## config.mk

```make
export PLATFORM = sky130hd
export DESIGN_NAME = periodic_scan_window_scheduler
export DESIGN_NICKNAME = d
export VERILOG_FILES = /design/src/hw/rtl/psws_pkg.sv /design/src/hw/rtl/psws_div.sv /design/src/hw/rtl/periodic_scan_window_scheduler.sv
export VERILOG_INCLUDE_DIRS = /design/src /design/src/hw/rtl
export SDC_FILE = /design/constraint.sdc
export NUM_CORES = 1
export LEC_CHECK = 0
export ABC_AREA = 0
export BUFFER_PORTS_ARGS = -buffer_cell sky130_fd_sc_hd__buf_2
export CORE_MARGIN = 10
export CORE_UTILIZATION = 50
export CTS_CLUSTER_DIAMETER = 120
export DETAILED_ROUTE_END_ITERATION = 16
export PLACE_DENSITY = 0.72
export SYNTH_ARGS = -nofsm -noshare
export SYNTH_HDL_FRONTEND = slang
export SYNTH_SLANG_ARGS = --single-unit
```

## constraint.sdc

```tcl
create_clock -name clk -period 3.6 [get_ports clk]
set_clock_uncertainty 0.05 [all_clocks]
set_input_delay 0.36 -clock clk [delete_from_list [all_inputs] [get_ports clk]]
set_output_delay 0.36 -clock clk [all_outputs]
set_load 0.02 [all_outputs]
```

## src/hw/rtl/periodic_scan_window_scheduler_defines.svh

```systemverilog
// ----------------------------------------------------------------------------
// Periodic scan window scheduler: assertion macros
// Shared concurrent assertion forms, clocked on clk and disabled in reset.
// ----------------------------------------------------------------------------
`ifndef PERIODIC_SCAN_WINDOW_SCHEDULER_DEFINES_SVH
`define PERIODIC_SCAN_WINDOW_SCHEDULER_DEFINES_SVH

// The consequent must hold in the same cycle as the antecedent.
`define PSWS_ASSERT_NOW(label, ante, cons, msg) \
  label: assert property (@(posedge clk) disable iff (rst) (ante) |-> (cons)) \
    else $error(msg);

// The consequent must hold in the cycle after the antecedent.
`define PSWS_ASSERT_NEXT(label, ante, cons, msg) \
  label: assert property (@(posedge clk) disable iff (rst) (ante) |=> (cons)) \
    else $error(msg);

`endif

```

## src/hw/rtl/psws_pkg.sv

```systemverilog
// ----------------------------------------------------------------------------
// Periodic scan window scheduler package
// Widths, action and register codes, sequencer states and shared types.
// ----------------------------------------------------------------------------
package psws_pkg;

  localparam int TIME_BITS = 48;
  localparam int CNT_W     = $clog2(TIME_BITS);
  localparam int ACT_W     = 2;
  localparam int DUR_W     = 16;
  localparam int PERIOD_W  = 24;
  localparam int PHASE_W   = 16;
  localparam int DATA_W    = 32;
  localparam int ADDR_W    = 4;
  localparam int REG_IDX_W = 2;

  localparam logic [ACT_W-1:0] ACT_POLL   = 2'd0;
  localparam logic [ACT_W-1:0] ACT_BEACON = 2'd1;
  localparam logic [ACT_W-1:0] ACT_FORCE  = 2'd2;

  localparam logic [REG_IDX_W-1:0] REG_B2B      = 2'd0;
  localparam logic [REG_IDX_W-1:0] REG_DURATION = 2'd1;
  localparam logic [REG_IDX_W-1:0] REG_PERIOD   = 2'd2;
  localparam logic [REG_IDX_W-1:0] REG_PHASE    = 2'd3;

  localparam logic [DUR_W-1:0]    DURATION_RESET = 16'd1000;
  localparam logic [PERIOD_W-1:0] PERIOD_RESET   = 24'd1000;

  typedef enum logic [2:0] {
    S_IDLE,
    S_POLL,
    S_DIV,
    S_ALIGN,
    S_FINISH
  } state_t;

  // Controls for the bit-serial remainder unit.
  typedef struct packed {
    logic clear;
    logic step;
    logic shift;
    logic din;
  } div_ctl_t;

endpackage

```

## src/hw/rtl/psws_div.sv

```systemverilog
// ----------------------------------------------------------------------------
// Bit-serial remainder unit
// Restoring division, one dividend bit per step, most significant bit first.
// ----------------------------------------------------------------------------
module psws_div
  import psws_pkg::*;
(
  input  logic                clk,
  input  div_ctl_t            ctl,
  input  logic [PERIOD_W-1:0] period,
  output logic [PERIOD_W-1:0] rem
);

  logic [PERIOD_W:0]   trial;
  logic [PERIOD_W+1:0] diff;

  assign trial = {rem, ctl.din};
  assign diff  = {1'b0, trial} - {2'b00, period};

  // After the last step the remainder is shifted out LSB first.
  always_ff @(posedge clk) begin
    if (ctl.clear) begin
      rem <= '0;
    end else if (ctl.step) begin
      rem <= diff[PERIOD_W+1] ? trial[PERIOD_W-1:0] : diff[PERIOD_W-1:0];
    end else if (ctl.shift) begin
      rem <= {1'b0, rem[PERIOD_W-1:1]};
    end
  end

endmodule

```

## src/hw/rtl/periodic_scan_window_scheduler.sv

```systemverilog
// ----------------------------------------------------------------------------
// Periodic scan window scheduler: one transfer in, one transfer out per item.
// Poll, force and ignored items go straight to FINISH; locked polls run POLL.
// An aligning beacon runs DIV (skipped for a zero period), then adds in ALIGN.
// The adder and the remainder loop are both bit-serial.
// Synchronous reset unlocks, zeroes the schedule and loads register defaults.
// ----------------------------------------------------------------------------
module periodic_scan_window_scheduler
  import psws_pkg::*;
(
  input  logic                 clk,
  input  logic                 rst,
  // Item channel
  input  logic                 item_valid,
  output logic                 item_stall,
  input  logic [ACT_W-1:0]     action,
  input  logic [TIME_BITS-1:0] time_now,
  input  logic                 scan_busy,
  input  logic [TIME_BITS-1:0] beacon_time,
  // Result channel
  output logic                 result_valid,
  input  logic                 result_stall,
  output logic                 start_scan,
  output logic [DUR_W-1:0]     duration,
  // Configuration port
  input  logic                 psel,
  input  logic                 penable,
  input  logic                 pwrite,
  input  logic [ADDR_W-1:0]    paddr,
  input  logic [DATA_W-1:0]    pwdata,
  output logic [DATA_W-1:0]    prdata,
  output logic                 pready
);

  `include "periodic_scan_window_scheduler_defines.svh"

  // Configuration registers.
  logic                 reg_b2b;
  logic [DUR_W-1:0]     reg_duration;
  logic [PERIOD_W-1:0]  reg_period;
  logic [PHASE_W-1:0]   reg_phase;

  // Scheduler state.
  logic                 is_locked;
  logic [TIME_BITS-1:0] nst;

  // Sequencer.
  state_t               state;
  state_t               state_next;
  logic [CNT_W-1:0]     cnt;
  logic                 cnt_last;

  // Serial datapath registers.
  logic [TIME_BITS-1:0] osh;
  logic [TIME_BITS-1:0] ssh;
  logic [PERIOD_W-1:0]  psh;
  logic [PHASE_W-1:0]   phsh;
  logic [1:0]           cy;
  logic                 bw;
  logic                 start_r;

  // Combinational helpers.
  logic                 accept;
  logic                 slot_free;
  logic                 load_result;
  logic                 now_zero;
  logic                 cfg_write;
  div_ctl_t             div_ctl;
  logic [PERIOD_W-1:0]  rem;

  logic                 add_a;
  logic                 add_nr;
  logic                 add_ph;
  logic [2:0]           add_total;
  logic                 bw_next;
  logic [TIME_BITS-1:0] ssh_next;

  // --------------------------------------------------------------------------
  // Configuration port. Writes complete in the access phase; pready is tied
  // high so every access is a single-wait-free transfer. The register index
  // is taken from the word address.
  // --------------------------------------------------------------------------
  assign pready    = 1'b1;
  assign cfg_write = psel && penable && pwrite && pready;

  always_ff @(posedge clk) begin
    if (rst) begin
      reg_b2b      <= 1'b0;
      reg_duration <= DURATION_RESET;
      reg_period   <= PERIOD_RESET;
      reg_phase    <= '0;
    end else if (cfg_write) begin
      case (paddr[ADDR_W-1:2])
        REG_B2B:      reg_b2b      <= pwdata[0];
        REG_DURATION: reg_duration <= pwdata[DUR_W-1:0];
        REG_PERIOD:   reg_period   <= pwdata[PERIOD_W-1:0];
        REG_PHASE:    reg_phase    <= pwdata[PHASE_W-1:0];
        default:      ;
      endcase
    end
  end

  always_comb begin
    case (paddr[ADDR_W-1:2])
      REG_B2B:      prdata = {{(DATA_W-1){1'b0}}, reg_b2b};
      REG_DURATION: prdata = {{(DATA_W-DUR_W){1'b0}}, reg_duration};
      REG_PERIOD:   prdata = {{(DATA_W-PERIOD_W){1'b0}}, reg_period};
      REG_PHASE:    prdata = {{(DATA_W-PHASE_W){1'b0}}, reg_phase};
      default:      prdata = '0;
    endcase
  end

  // --------------------------------------------------------------------------
  // Sequencer. One item is worked on at a time. Items that need no time
  // arithmetic go straight to FINISH. A locked poll walks both the current
  // time and the next scan time LSB first through POLL, comparing and
  // adding one period in the same pass. An aligning beacon first runs the
  // remainder loop in DIV (MSB first), then forms the new schedule in ALIGN.
  // FINISH waits for the result register to be free, so a result that is
  // still waiting never blocks acceptance of the next item in IDLE.
  // --------------------------------------------------------------------------
  assign cnt_last  = (cnt == CNT_W'(TIME_BITS - 1));
  assign now_zero  = (time_now == '0);
  assign slot_free = !result_valid || !result_stall;

  always_comb begin
    state_next = state;
    case (state)
      S_IDLE: begin
        if (item_valid) begin
          case (action)
            ACT_POLL: begin
              if (scan_busy || !is_locked || now_zero) begin
                state_next = S_FINISH;
              end else begin
                state_next = S_POLL;
              end
            end
            ACT_BEACON: begin
              if (is_locked) begin
                state_next = S_FINISH;
              end else if (reg_period == '0) begin
                state_next = S_ALIGN;
              end else begin
                state_next = S_DIV;
              end
            end
            default: state_next = S_FINISH;
          endcase
        end
      end
      S_POLL: begin
        if (cnt_last) begin
          state_next = S_FINISH;
        end
      end
      S_DIV: begin
        if (cnt_last) begin
          state_next = S_ALIGN;
        end
      end
      S_ALIGN: begin
        if (cnt_last) begin
          state_next = S_FINISH;
        end
      end
      S_FINISH: begin
        if (slot_free) begin
          state_next = S_IDLE;
        end
      end
      default: state_next = S_IDLE;
    endcase
  end

  always_comb begin
    item_stall    = (state != S_IDLE);
    accept        = item_valid && (state == S_IDLE);
    load_result   = (state == S_FINISH) && slot_free;
    div_ctl.clear = accept;
    div_ctl.step  = (state == S_DIV);
    div_ctl.shift = (state == S_ALIGN);
    div_ctl.din   = osh[TIME_BITS-1];
  end

  always_ff @(posedge clk) begin
    if (rst) begin
      state <= S_IDLE;
    end else begin
      state <= state_next;
    end
  end

  // --------------------------------------------------------------------------
  // Bit-serial remainder of the beacon time by the scan period.
  // --------------------------------------------------------------------------
  psws_div u_div (
    .clk    (clk),
    .ctl    (div_ctl),
    .period (reg_period),
    .rem    (rem)
  );

  // --------------------------------------------------------------------------
  // Shared serial adder. With r the remainder, the aligned boundary
  // (floor(b / p) + 1) * p equals b - r + p, so ALIGN sums
  // b + ~r + p + sext(phase) + 1 one bit per cycle with a two-bit carry.
  // A zero period skips DIV; the remainder and period terms are then zero
  // and the boundary is the beacon time itself. In POLL the same adder
  // forms next_scan_time + period while a borrow chain compares the current
  // time against next_scan_time.
  // --------------------------------------------------------------------------
  always_comb begin
    add_a     = (state == S_POLL) ? nst[0] : osh[0];
    add_nr    = (state == S_ALIGN) && !rem[0];
    add_ph    = (state == S_ALIGN) && phsh[0];
    add_total = {2'b00, add_a} + {2'b00, add_nr} + {2'b00, psh[0]}
              + {2'b00, add_ph} + {1'b0, cy};
    bw_next   = (!osh[0] && nst[0]) || (!(osh[0] ^ nst[0]) && bw);
    ssh_next  = {add_total[0], ssh[TIME_BITS-1:1]};
  end

  always_ff @(posedge clk) begin
    if (rst) begin
      cnt <= '0;
    end else if (accept) begin
      cnt <= '0;
    end else if ((state == S_POLL) || (state == S_DIV) || (state == S_ALIGN)) begin
      cnt <= cnt_last ? '0 : cnt + CNT_W'(1);
    end
  end

  always_ff @(posedge clk) begin
    if (accept) begin
      osh     <= (action == ACT_BEACON) ? beacon_time : time_now;
      psh     <= reg_period;
      phsh    <= reg_phase;
      cy      <= (action == ACT_BEACON) ? 2'd1 : 2'd0;
      bw      <= 1'b0;
      start_r <= (action == ACT_POLL) && !scan_busy && (!is_locked || now_zero)
                 && reg_b2b;
    end else begin
      case (state)
        S_POLL: begin
          osh <= {1'b0, osh[TIME_BITS-1:1]};
          psh <= {1'b0, psh[PERIOD_W-1:1]};
          ssh <= ssh_next;
          cy  <= add_total[2:1];
          bw  <= bw_next;
          if (cnt_last) begin
            start_r <= !bw_next;
          end
        end
        S_DIV: begin
          osh <= {osh[TIME_BITS-2:0], osh[TIME_BITS-1]};
        end
        S_ALIGN: begin
          osh  <= {1'b0, osh[TIME_BITS-1:1]};
          psh  <= {1'b0, psh[PERIOD_W-1:1]};
          phsh <= {phsh[PHASE_W-1], phsh[PHASE_W-1:1]};
          ssh  <= ssh_next;
          cy   <= add_total[2:1];
        end
        default: ;
      endcase
    end
  end

  // --------------------------------------------------------------------------
  // Scheduler state. next_scan_time rotates through POLL so it is intact at
  // the end; it takes the advanced value only when the scan starts.
  // --------------------------------------------------------------------------
  always_ff @(posedge clk) begin
    if (rst) begin
      is_locked <= 1'b0;
      nst       <= '0;
    end else if (accept && (action == ACT_FORCE)) begin
      is_locked <= 1'b0;
      nst       <= '0;
    end else begin
      case (state)
        S_POLL: begin
          if (cnt_last && !bw_next) begin
            nst <= ssh_next;
          end else begin
            nst <= {nst[0], nst[TIME_BITS-1:1]};
          end
        end
        S_ALIGN: begin
          if (cnt_last) begin
            nst       <= ssh_next;
            is_locked <= 1'b1;
          end
        end
        default: ;
      endcase
    end
  end

  // --------------------------------------------------------------------------
  // Result register. It holds one result until the transfer completes.
  // --------------------------------------------------------------------------
  always_ff @(posedge clk) begin
    if (rst) begin
      result_valid <= 1'b0;
    end else if (load_result) begin
      result_valid <= 1'b1;
    end else if (!result_stall) begin
      result_valid <= 1'b0;
    end
  end

  always_ff @(posedge clk) begin
    if (load_result) begin
      start_scan <= start_r;
      duration   <= start_r ? reg_duration : '0;
    end
  end

  // --------------------------------------------------------------------------
  // Assertions.
  // --------------------------------------------------------------------------
  `PSWS_ASSERT_NOW(a_idle_duration, result_valid && !start_scan, duration == '0,
    "duration is nonzero on a result without a scan start")
  `PSWS_ASSERT_NEXT(a_rem_below_period, (state == S_DIV) && cnt_last, rem < reg_period,
    "remainder is not below the scan period after the division")
  `PSWS_ASSERT_NEXT(a_align_locks, (state == S_ALIGN) && cnt_last,
    is_locked && (state == S_FINISH), "alignment did not lock the schedule")
  `PSWS_ASSERT_NEXT(a_force_clears, accept && (action == ACT_FORCE),
    !is_locked && (nst == '0), "force to prelock did not clear the schedule")

endmodule

```

==> impl_metrics.py, run 1 <==
metrics = {
    "status": {
        "status": "finished, final reports clean",
    },
    "worst_setup_path": {
        "cp.buffers_inverters": 2,
        "cpPeakStageDelay_ns": 0.45,
        "cp_max_fo": 11,
        "startpoint_type": "register",
        "cp_top_family": "compound AO/OA/AOI/OAI gates",
        "criticalPathCategory": "register to register",
        "worstPathRequired_ns": 3.95,
        "worst_setup_path_end_kind": "register",
        "crit_chain": "inv_1 -> ha_1 -> a21oi_1 -> a2111oi_0 -> nand2b_2 -> a2111oi_4 -> o31ai_2 -> a41o_2 -> buf_4 -> mux2i_1 -> a21oi_1",
        "cpMostUsedCell": "a21oi_1",
        "slowest_stage": "a41o_2",
        "crit_arrival_ns": 3.56,
    },
    "timing": {
        "slew_headroom_pct": 22.5,
        "max_freq_mhz": 311,
        "slew_viol_final": 0,
        "hold_viol_final": 0,
        "setup_viol": 0,
        "fin_tns_setup_ns": 0,
        "rsz0062_at_grt": "false",
        "period_minus_slack_ns": 3.22,
        "period_share_pct": 89.3,
        "worst-slew-pin-transition_ns": 1.16,
    },
    "floorplan": {
        "die_h_microns": 190,
        "core_sq_um": 28700,
        "top_level_ports": 194,
        "fp.dieW_microns": 190,
        "dieArea_sq_um": 36300,
        "start_util_pct": 50.6,
        "num_rows": 62,
    },
    "route": {
        "routed_wl_mm": 39.2,
        "drt-pass1-iter-count": 5,
        "wl_per_cell_microns": 18.5,
        "via_count": 12000,
        "drt_iter0_drc": 909,
        "ant_nets": 0,
        "drc_errors": 0,
        "via_per_inst": 5.68,
    },
    "yosys": {
        "ys_seq_area_share_pct": 51.5,
        "ys_warn_count": 0,
        "synthFlopType": "edfxtp_1",
        "syn_area_per_cell_sq_um": 9.22,
        "synth_edf_count": 155,
        "synth-seq-cells": 296,
        "synth_area_sq_um": 14500,
        "synth_cell_types": 60,
        "synth_cells": 1575,
        "async_reset_ff_share_pct": 0,
    },
    "clocking": {
        "cts.path.max_buffers": 3,
        "cts-buffers-inserted": 34,
        "cts_tree": "done",
        "cts.sink_count": 296,
        "clk_latency_ns": 0.52,
        "clk_pin_slew_ns": 0.06,
        "root_buffer": "clkbuf_16",
        "ctsHoldBuffers": 0,
        "cts-htree-levels": 2,
    },
    "global_routing": {
        "antenna_found_initial": 3,
        "grt_pass1_wl_mm": 62.1,
        "grt_pass1_vias": 11700,
        "grt_max_degree": 95,
        "grt_usage_pct": 20.9,
        "overflow": 0,
    },
    "cells_and_area": {
        "design_area_sq_um": 16800,
        "area_delta_synth_final_pct": 16.0,
        "layout-drive-gt1-share_pct": 16.0,
        "finalNetCount": 1880,
        "multi_input_area_sq_um": 6490,
        "seq_area_sq_um": 7480,
        "nFillCells": 2494,
    },
    "pwr": {
        "leakage_nw": 6.58,
        "power.density_nw_per_um2": 669,
        "power_w": 0.0113,
        "ir_worst_vdd_mv": 0.334,
    },
    "placed_design": {
        "routabilityCongestion": 0.908,
        "dpl_cell_area_sq_um": 15700,
        "port_buffers": 174,
        "dp_hpwl_mm": 26.8,
    },
    "run": {
        "drv_cap": 0,
    },
    "worst_hold_path": {
        "worstHoldPathType": "primary input to register",
    },
}
## per-layer routing
| layer | GRT usage (%) | part of all wire (%) | vias to the layer above |
|---|---|---|---|
| met3 | 4.26 | 6.5 | 75 |
| li1 | - | - | 5845 |
| met2 | 33.7 | 47 | 376 |
| met4 | 7.24 | 2.5 | 0 |
| met1 | 27.4 | 44 | 5747 |
| met5 | 0 | 0 | - |
## per-stage QoR
stage	cells	hold WS [ns]	setup slack [ns]	utilization, %
finish	2120	0.0261	0.385	58.7
global placement	2056	0.379	0.396	54.8
floorplan	1582	0.376	0.479	-
global route	2118	0.0311	0.177	58.7
detailed placement	2056	0.382	0.242	54.8
CTS	2118	0.0167	0.171	58.7
## tightest hold or removal path, cell delays in order
cell	delay [ns]
buf_2	0.10
nand2_1	0.04
a21oi_1	0.05
## registers in the layout, summed over array words and instances (netlist names)
signal and flops:
ssh 47, is_locked 1, start_r 1, phsh 16, cnt 6, osh 48
start_scan 1, duration 16, reg_phase 16, u_div.rem 24, reg_duration 16, state 3
psh 24, result_valid 1, reg_period 24, bw 1, nst 48, reg_b2b 1
cy 2
## synth_stat cells, drive strengths merged, types with 2 or more instances
cell	n	area (sq um)
a211oi	50	375
nor3	9	45.0
nand2b	5	33.8
clkbuf	91	342
a31oi	51	319
a2111oi	2	36.3
conb	2	7.51
buf	22	146
o21a	16	120
o221ai	15	131
nor2b	6	37.5
clkinv	2	7.51
fa	4	80.1
ha	26	325
nand2	415	1560
a21o	6	45.0
and3	55	344
dfxtp	141	2820
a22o	16	140
o211ai	8	60.1
xnor2	14	123
o21ai	59	295
or3	4	25.0
nand4	12	75.1
o31ai	8	65.1
a21oi	95	475
nand3	13	65.1
inv	40	150
nor2	78	293
nor4	18	113
mux2i	71	711
o211a	2	20.0
a21boi	2	15.0
xor2	8	70.1
edfxtp	155	4650
and2	28	175
o22ai	11	75.1
## area by class of cell
type / instances / area share, %
clock inverter: 18 / 0.988
sequential: 296 / 44.4
tap: 384 / 2.85
multi-input combinational: 1131 / 38.5
clock buffer: 44 / 5.58
inverter: 42 / 0.943
timing repair buffer: 203 / 6.68
antenna: 2 / 0.0297
## cell usage in the layout, fill, tap and decap left out, drive strengths merged, types with 4 or more instances in the layout
cell type and count:
ha 26, nand2b 5, a21oi 95, clkbuf 44
nor4 18, nor2 78, o211ai 8, a21o 6
o21ai 59, o31ai 8, buf 203, nand2 415
nand4 12, fa 4, nand3 13, a22o 16
a211oi 50, dfxtp 141, conb 9, clkinv 13
o21a 16, a31oi 51, and2 28, o221ai 15
xnor2 14, xor2 8, or3 4, and3 55
nor2b 6, inv 44, edfxtp 155, nor3 9
mux2i 71, o22ai 11
## final timing paths
| check | startpoint | depth (start not counted) | to | slack, ns |
|---|---|---|---|---|
| max | reg_period[2] | 11 | u_div.rem[7] | 0.38 |
| min | pwdata[19] | 3 | reg_period[19] | 0.03 |
| max reg2reg | reg_period[2] | 11 | u_div.rem[7] | 0.38 |
| min reg2reg | ssh[46] | 0 | ssh[45] | 0.39 |
## logic make-up after synthesis
kind of cell | Yosys count | synth area share (%)
simple gates | 647 | 19.2
compound gates | 350 | 15.6
flops | 296 | 51.5
buf+inv | 155 | 4.44
mux | 73 | 5.15
fa+ha+maj | 30 | 2.79
xor+xnor | 22 | 1.33
other cells | 2 | 0.0517
## what timing repair did
item / in CTS / in global routing
buffers inserted: 0 / 0
gates resized for setup: 0 / 1
endpoints found under the setup margin: 0 / 6
## power breakdown
part	switching (W)	internal [W]	total [W]	leakage (nW)
clock network	0.00141	0.00201	0.00342	0.545
logic	0.00193	0.00144	0.00336	3.43
registers	0.000303	0.00419	0.00449	2.61
total	0.00364	0.00764	0.0113	6.58
Note: power is estimated with default switching activity, not from simulation.
==> run 2: changes to the inputs <==
- CORE_UTILIZATION: 50 -> 40
- PLACE_DENSITY: 0.72 -> 0.6
==> impl_metrics.py, run 2 (synthesis results as in run 1) <==
metrics = {
    "worst_setup_path": {
        "worst_setup_path_end_kind": "register",
        "slowest_stage": "a41o_1",
        "crit_arrival_ns": 3.55,
        "criticalPathCategory": "register to register",
        "cp_max_fo": 9,
        "startpoint_type": "register",
        "endpoint": "u_div.rem[11]",
        "worstPathRequired_ns": 3.92,
        "worst_r2r_path_depth": 11,
        "worstReg2RegStart": "reg_period[2]",
        "cp_top_family": "compound AO/OA/AOI/OAI gates",
        "worst-path-stages": 11,
        "cpMostUsedCell": "a21oi_1",
        "reg2reg_to": "u_div.rem[11]",
        "crit_chain": "inv_1 -> ha_1 -> a21oi_1 -> a2111oi_0 -> nand2b_2 -> a2111oi_4 -> o31ai_2 -> a41o_1 -> buf_4 -> mux2i_1 -> a21oi_1",
        "cp.buffers_inverters": 2,
        "cpPeakStageDelay_ns": 0.52,
        "critPathLaunch": "reg_period[2]",
        "rrSetupSlack_ns": 0.37,
    },
    "timing": {
        "slew_viol_final": 0,
        "rsz0062_at_grt": "false",
        "fin_tns_setup_ns": 0,
        "max_freq_mhz": 310,
        "period_minus_slack_ns": 3.23,
        "whs_ns": 0.0535,
        "slew_headroom_pct": 24.0,
        "worst-slew-pin-transition_ns": 1.14,
        "period_share_pct": 89.7,
        "hold_viol_final": 0,
        "setup_viol": 0,
    },
    "worst_hold_path": {
        "worstHoldPathType": "primary input to register",
    },
    "cells_and_area": {
        "layout_commonest_cell": "nand2_1",
        "area_delta_synth_final_pct": 16.7,
        "reg_top3": "nst: 48 flops, osh: 48 flops, ssh: 47 flops",
        "final_util_pct": 47.4,
        "finalNetCount": 1882,
        "design_area_sq_um": 17000,
        "num_antenna_cells": 0,
        "instances_no_fill": 2195,
        "nFillCells": 3442,
        "layout_common_cells": "nand2_1 (412), buf_2 (174), edfxtp_1 (155)",
        "layout-drive-gt1-share_pct": 16.1,
    },
    "global_routing": {
        "grt_use_met1_pct": 24.4,
        "grt_pass1_vias": 11600,
        "met3_usage_pct": 2.85,
        "overflow": 0,
        "grt_max_degree": 97,
        "grt_pass1_wl_mm": 64.0,
        "grt_busiest_layer": "met2",
        "antenna_found_initial": 0,
        "grt_usage_pct": 17.5,
        "grt_use_met2_pct": 27.6,
    },
    "route": {
        "via_per_inst": 5.40,
        "ant_nets": 0,
        "wl_per_cell_microns": 18.3,
        "drt-pass1-iter-count": 5,
        "drc_errors": 0,
        "drt_iter0_drc": 1032,
        "via_count": 11800,
        "routed_wl_mm": 40.1,
    },
    "clocking": {
        "clk_latency_ns": 0.51,
        "clk_pin_slew_ns": 0.06,
        "cts-buffers-inserted": 34,
        "post_cts_buffers": 0,
        "cts_tree": "done",
        "ctsResizeCount": 0,
        "cts.sink_count": 296,
        "root_buffer": "clkbuf_16",
        "cts-htree-levels": 2,
        "cts.path.max_buffers": 3,
        "ctsHoldBuffers": 0,
    },
    "placed_design": {
        "dp.cells": 2135,
        "routabilityCongestion": 0.847,
        "port_buffers": 174,
        "dp_hpwl_mm": 27.8,
        "dpl_cell_area_sq_um": 15900,
    },
    "floorplan": {
        "fp.dieW_microns": 211,
        "num_rows": 69,
        "dieArea_sq_um": 44300,
        "start_util_pct": 40.6,
        "die_h_microns": 211,
        "core_sq_um": 35700,
        "top_level_ports": 194,
    },
    "status": {
        "status": "finished, final reports clean",
    },
    "pwr": {
        "leakage_nw": 6.59,
        "power.density_nw_per_um2": 667,
        "ir_worst_vdd_mv": 0.350,
    },
    "run": {
        "drv_cap": 0,
    },
}
[run 2: per-layer routing]
layer / share of wire (%) / wire [microns]
met5: 0 / 0
met1: 47 / 18900
met3: 5.3 / 2120
met2: 46 / 18300
met4: 2.2 / 876
[run 2: worst min-delay path: stages]
cell	delay, ns
buf_2	0.10
nand2_1	0.05
a21oi_1	0.05
[run 2: area by class of cell]
cell class	count	area, sq um	area share (%)
Clock inverter	16	140	0.827
Multi-Input combinational cell	1131	6490	38.3
Sequential cell	296	7480	44.1
Timing Repair Buffer	205	1150	6.81
Inverter	42	159	0.937
Tap cell	461	577	3.40
Clock buffer	44	951	5.61
[run 2: worst min path at each step]
stage                from  slack [ns]  cells after the start             end
4_1_cts        pwdata[19]        0.04                      3  reg_period[19]
2_1_floorplan     ssh[11]        0.38                      0         ssh[10]
6_report       pwdata[19]        0.05                      3  reg_period[19]
3_5_place_dp      ssh[31]        0.39                      0         ssh[30]
5_1_grt        pwdata[17]        0.05                      3  reg_period[17]
3_3_place_gp      ssh[15]        0.38                      0         ssh[14]
[run 2: power breakdown]
group	switching, W	internal [W]
combinational	0.00194	0.00147
clock	0.00139	0.00202
sequential	0.000302	0.00419
total	0.00363	0.00768
[run 2: metrics by stage]
step	worst slack, ns	total power (W)
2_1_floorplan	0.479	0.00708
3_3_place_gp	0.410	0.00790
3_5_place_dp	0.429	0.00794
4_1_cts	0.378	0.0114
5_1_grt	0.103	0.0119
6_report	0.369	0.0113
==> run 3: changes to the inputs <==
- CORE_UTILIZATION: 40 -> 30
- PLACE_DENSITY: 0.6 -> 0.48
==> impl_metrics.py, run 3 (synthesis results as in run 1) <==
metrics = {
    "status": {
        "status": "finished, final reports clean",
    },
    "clocking": {
        "clk_pin_slew_ns": 0.06,
        "cts-htree-levels": 2,
        "ctsResizeCount": 0,
        "root_buffer": "clkbuf_16",
        "cts.sink_count": 296,
        "cts.path.max_buffers": 3,
        "cts-buffers-inserted": 36,
        "post_cts_buffers": 0,
        "cts_tree": "done",
        "clk_latency_ns": 0.53,
        "ctsHoldBuffers": 0,
    },
    "placed_design": {
        "routabilityCongestion": 0.817,
        "dp.cells": 2287,
        "dpl_cell_area_sq_um": 16100,
        "place_ws_ns": 0.357,
        "port_buffers": 174,
        "dp_hpwl_mm": 29.7,
    },
    "timing": {
        "slew_headroom_pct": 40.0,
        "period_minus_slack_ns": 3.26,
        "max_freq_mhz": 306,
        "fin_ws_ns": 0.336,
        "setup_viol": 0,
        "rsz0062_at_grt": "false",
        "period_share_pct": 90.7,
        "hold_viol_final": 0,
        "worst-slew-pin-transition_ns": 0.898,
        "fin_tns_setup_ns": 0,
        "slew_viol_final": 0,
    },
    "route": {
        "ant_nets": 0,
        "via_per_inst": 5.05,
        "wl_per_cell_microns": 18.2,
        "routed_wl_mm": 42.9,
        "via_count": 11900,
        "drt_iter0_drc": 838,
        "drc_errors": 0,
        "drt-pass1-iter-count": 6,
    },
    "cells_and_area": {
        "nFillCells": 4913,
        "layout_common_cells": "nand2_1 (411), buf_2 (174), edfxtp_1 (155)",
        "finalNetCount": 1882,
        "area_delta_synth_final_pct": 18.5,
        "multi_input_area_sq_um": 6490,
        "layout-drive-gt1-share_pct": 15.8,
        "seq_area_sq_um": 7480,
        "layout_commonest_cell": "nand2_1",
        "reg_top3": "nst: 48 flops, osh: 48 flops, ssh: 47 flops",
        "design_area_sq_um": 17200,
        "instances_no_fill": 2353,
    },
    "global_routing": {
        "grt_pass1_vias": 11700,
        "grt_pass1_wl_mm": 67.7,
        "antenna_found_initial": 3,
        "grt_usage_pct": 14.7,
        "overflow": 0,
        "grt_max_degree": 97,
    },
    "floorplan": {
        "start_util_pct": 30.4,
        "dieArea_sq_um": 57600,
        "fp.dieW_microns": 240,
        "top_level_ports": 194,
        "num_rows": 80,
        "die_h_microns": 240,
        "core_sq_um": 47800,
    },
    "pwr": {
        "power_w": 0.0115,
        "power.density_nw_per_um2": 666,
        "ir_worst_vdd_mv": 0.384,
        "leakage_nw": 6.62,
    },
    "worst_setup_path": {
        "worst_setup_path_end_kind": "register",
        "startpoint_type": "register",
        "worstPathRequired_ns": 3.96,
        "criticalPathCategory": "register to register",
        "crit_arrival_ns": 3.63,
        "cp_max_fo": 25,
    },
    "run": {
        "drv_cap": 0,
    },
    "worst_hold_path": {
        "worstHoldPathType": "primary input to register",
    },
}
==> run 3: cell types whose count changed in the layout (fill, tap and decap cells not counted), moves of 3 or more <==
cell,previous run,this run
clkbuf_8,2,6
buf_4,27,24
clkbuf_16,36,39
clkinv_2,12,5
clkbuf_1,6,14
==> run 3: layout make-up <==
class	count	area share (%)
flip-flops and latches	296	43.4
well taps	615	4.47
repair buffers	203	6.69
multi-input cells	1131	37.7
inverters	42	0.923
diodes	2	0.0291
clock inverters	5	0.291
clock buffers	59	6.45
==> run 3: final timing paths <==
| check | start | to | slack, ns | cells past startpoint |
|---|---|---|---|---|
| worst min register to register | ssh[28] | ssh[27] | 0.40 | 0 |
| worst max-delay path | reg_period[4] | u_div.rem[19] | 0.34 | 11 |
| worst max register to register | reg_period[4] | u_div.rem[19] | 0.34 | 11 |
| worst min-delay path | pwdata[17] | reg_period[17] | 0.03 | 3 |
==> run 3: power by group <==
part	switching (W)	leakage [nW]	internal [W]
registers	0.000316	2.61	0.00419
logic	0.00194	3.44	0.00142
clock network	0.00142	0.570	0.00218
total	0.00368	6.62	0.00779
==> run 3: through the flow <==
step           utilization (%)  hold WS, ns
4_1_cts                   36.0      0.00950
2_1_floorplan                -        0.376
6_report                  36.0       0.0329
3_3_place_gp              33.5        0.378
5_1_grt                   36.0       0.0255
3_5_place_dp              33.5        0.383
==> run 3: critical path, stage by stage, from the launching register on <==
cell	delay, ns
dfxtp_1	0.35
inv_1	0.10
ha_1	0.39
nand2_1	0.11
a2111oi_0	0.48
nand2b_2	0.30
a2111oi_4	0.11
o31ai_2	0.29
a41o_1	0.27
buf_12	0.21
nand2_1	0.16
o221a_2	0.31
==> run 3: routing by layer <==
| metal | vias to the layer above | routed length [microns] | global-route usage (%) |
|---|---|---|---|
| met4 | 2 | 724 | 3.68 |
| met5 | - | 7 | 0 |
| li1 | 5855 | - | - |
| met2 | 213 | 19900 | 23.3 |
| met3 | 44 | 1930 | 2.54 |
| met1 | 5773 | 20400 | 20.3 |
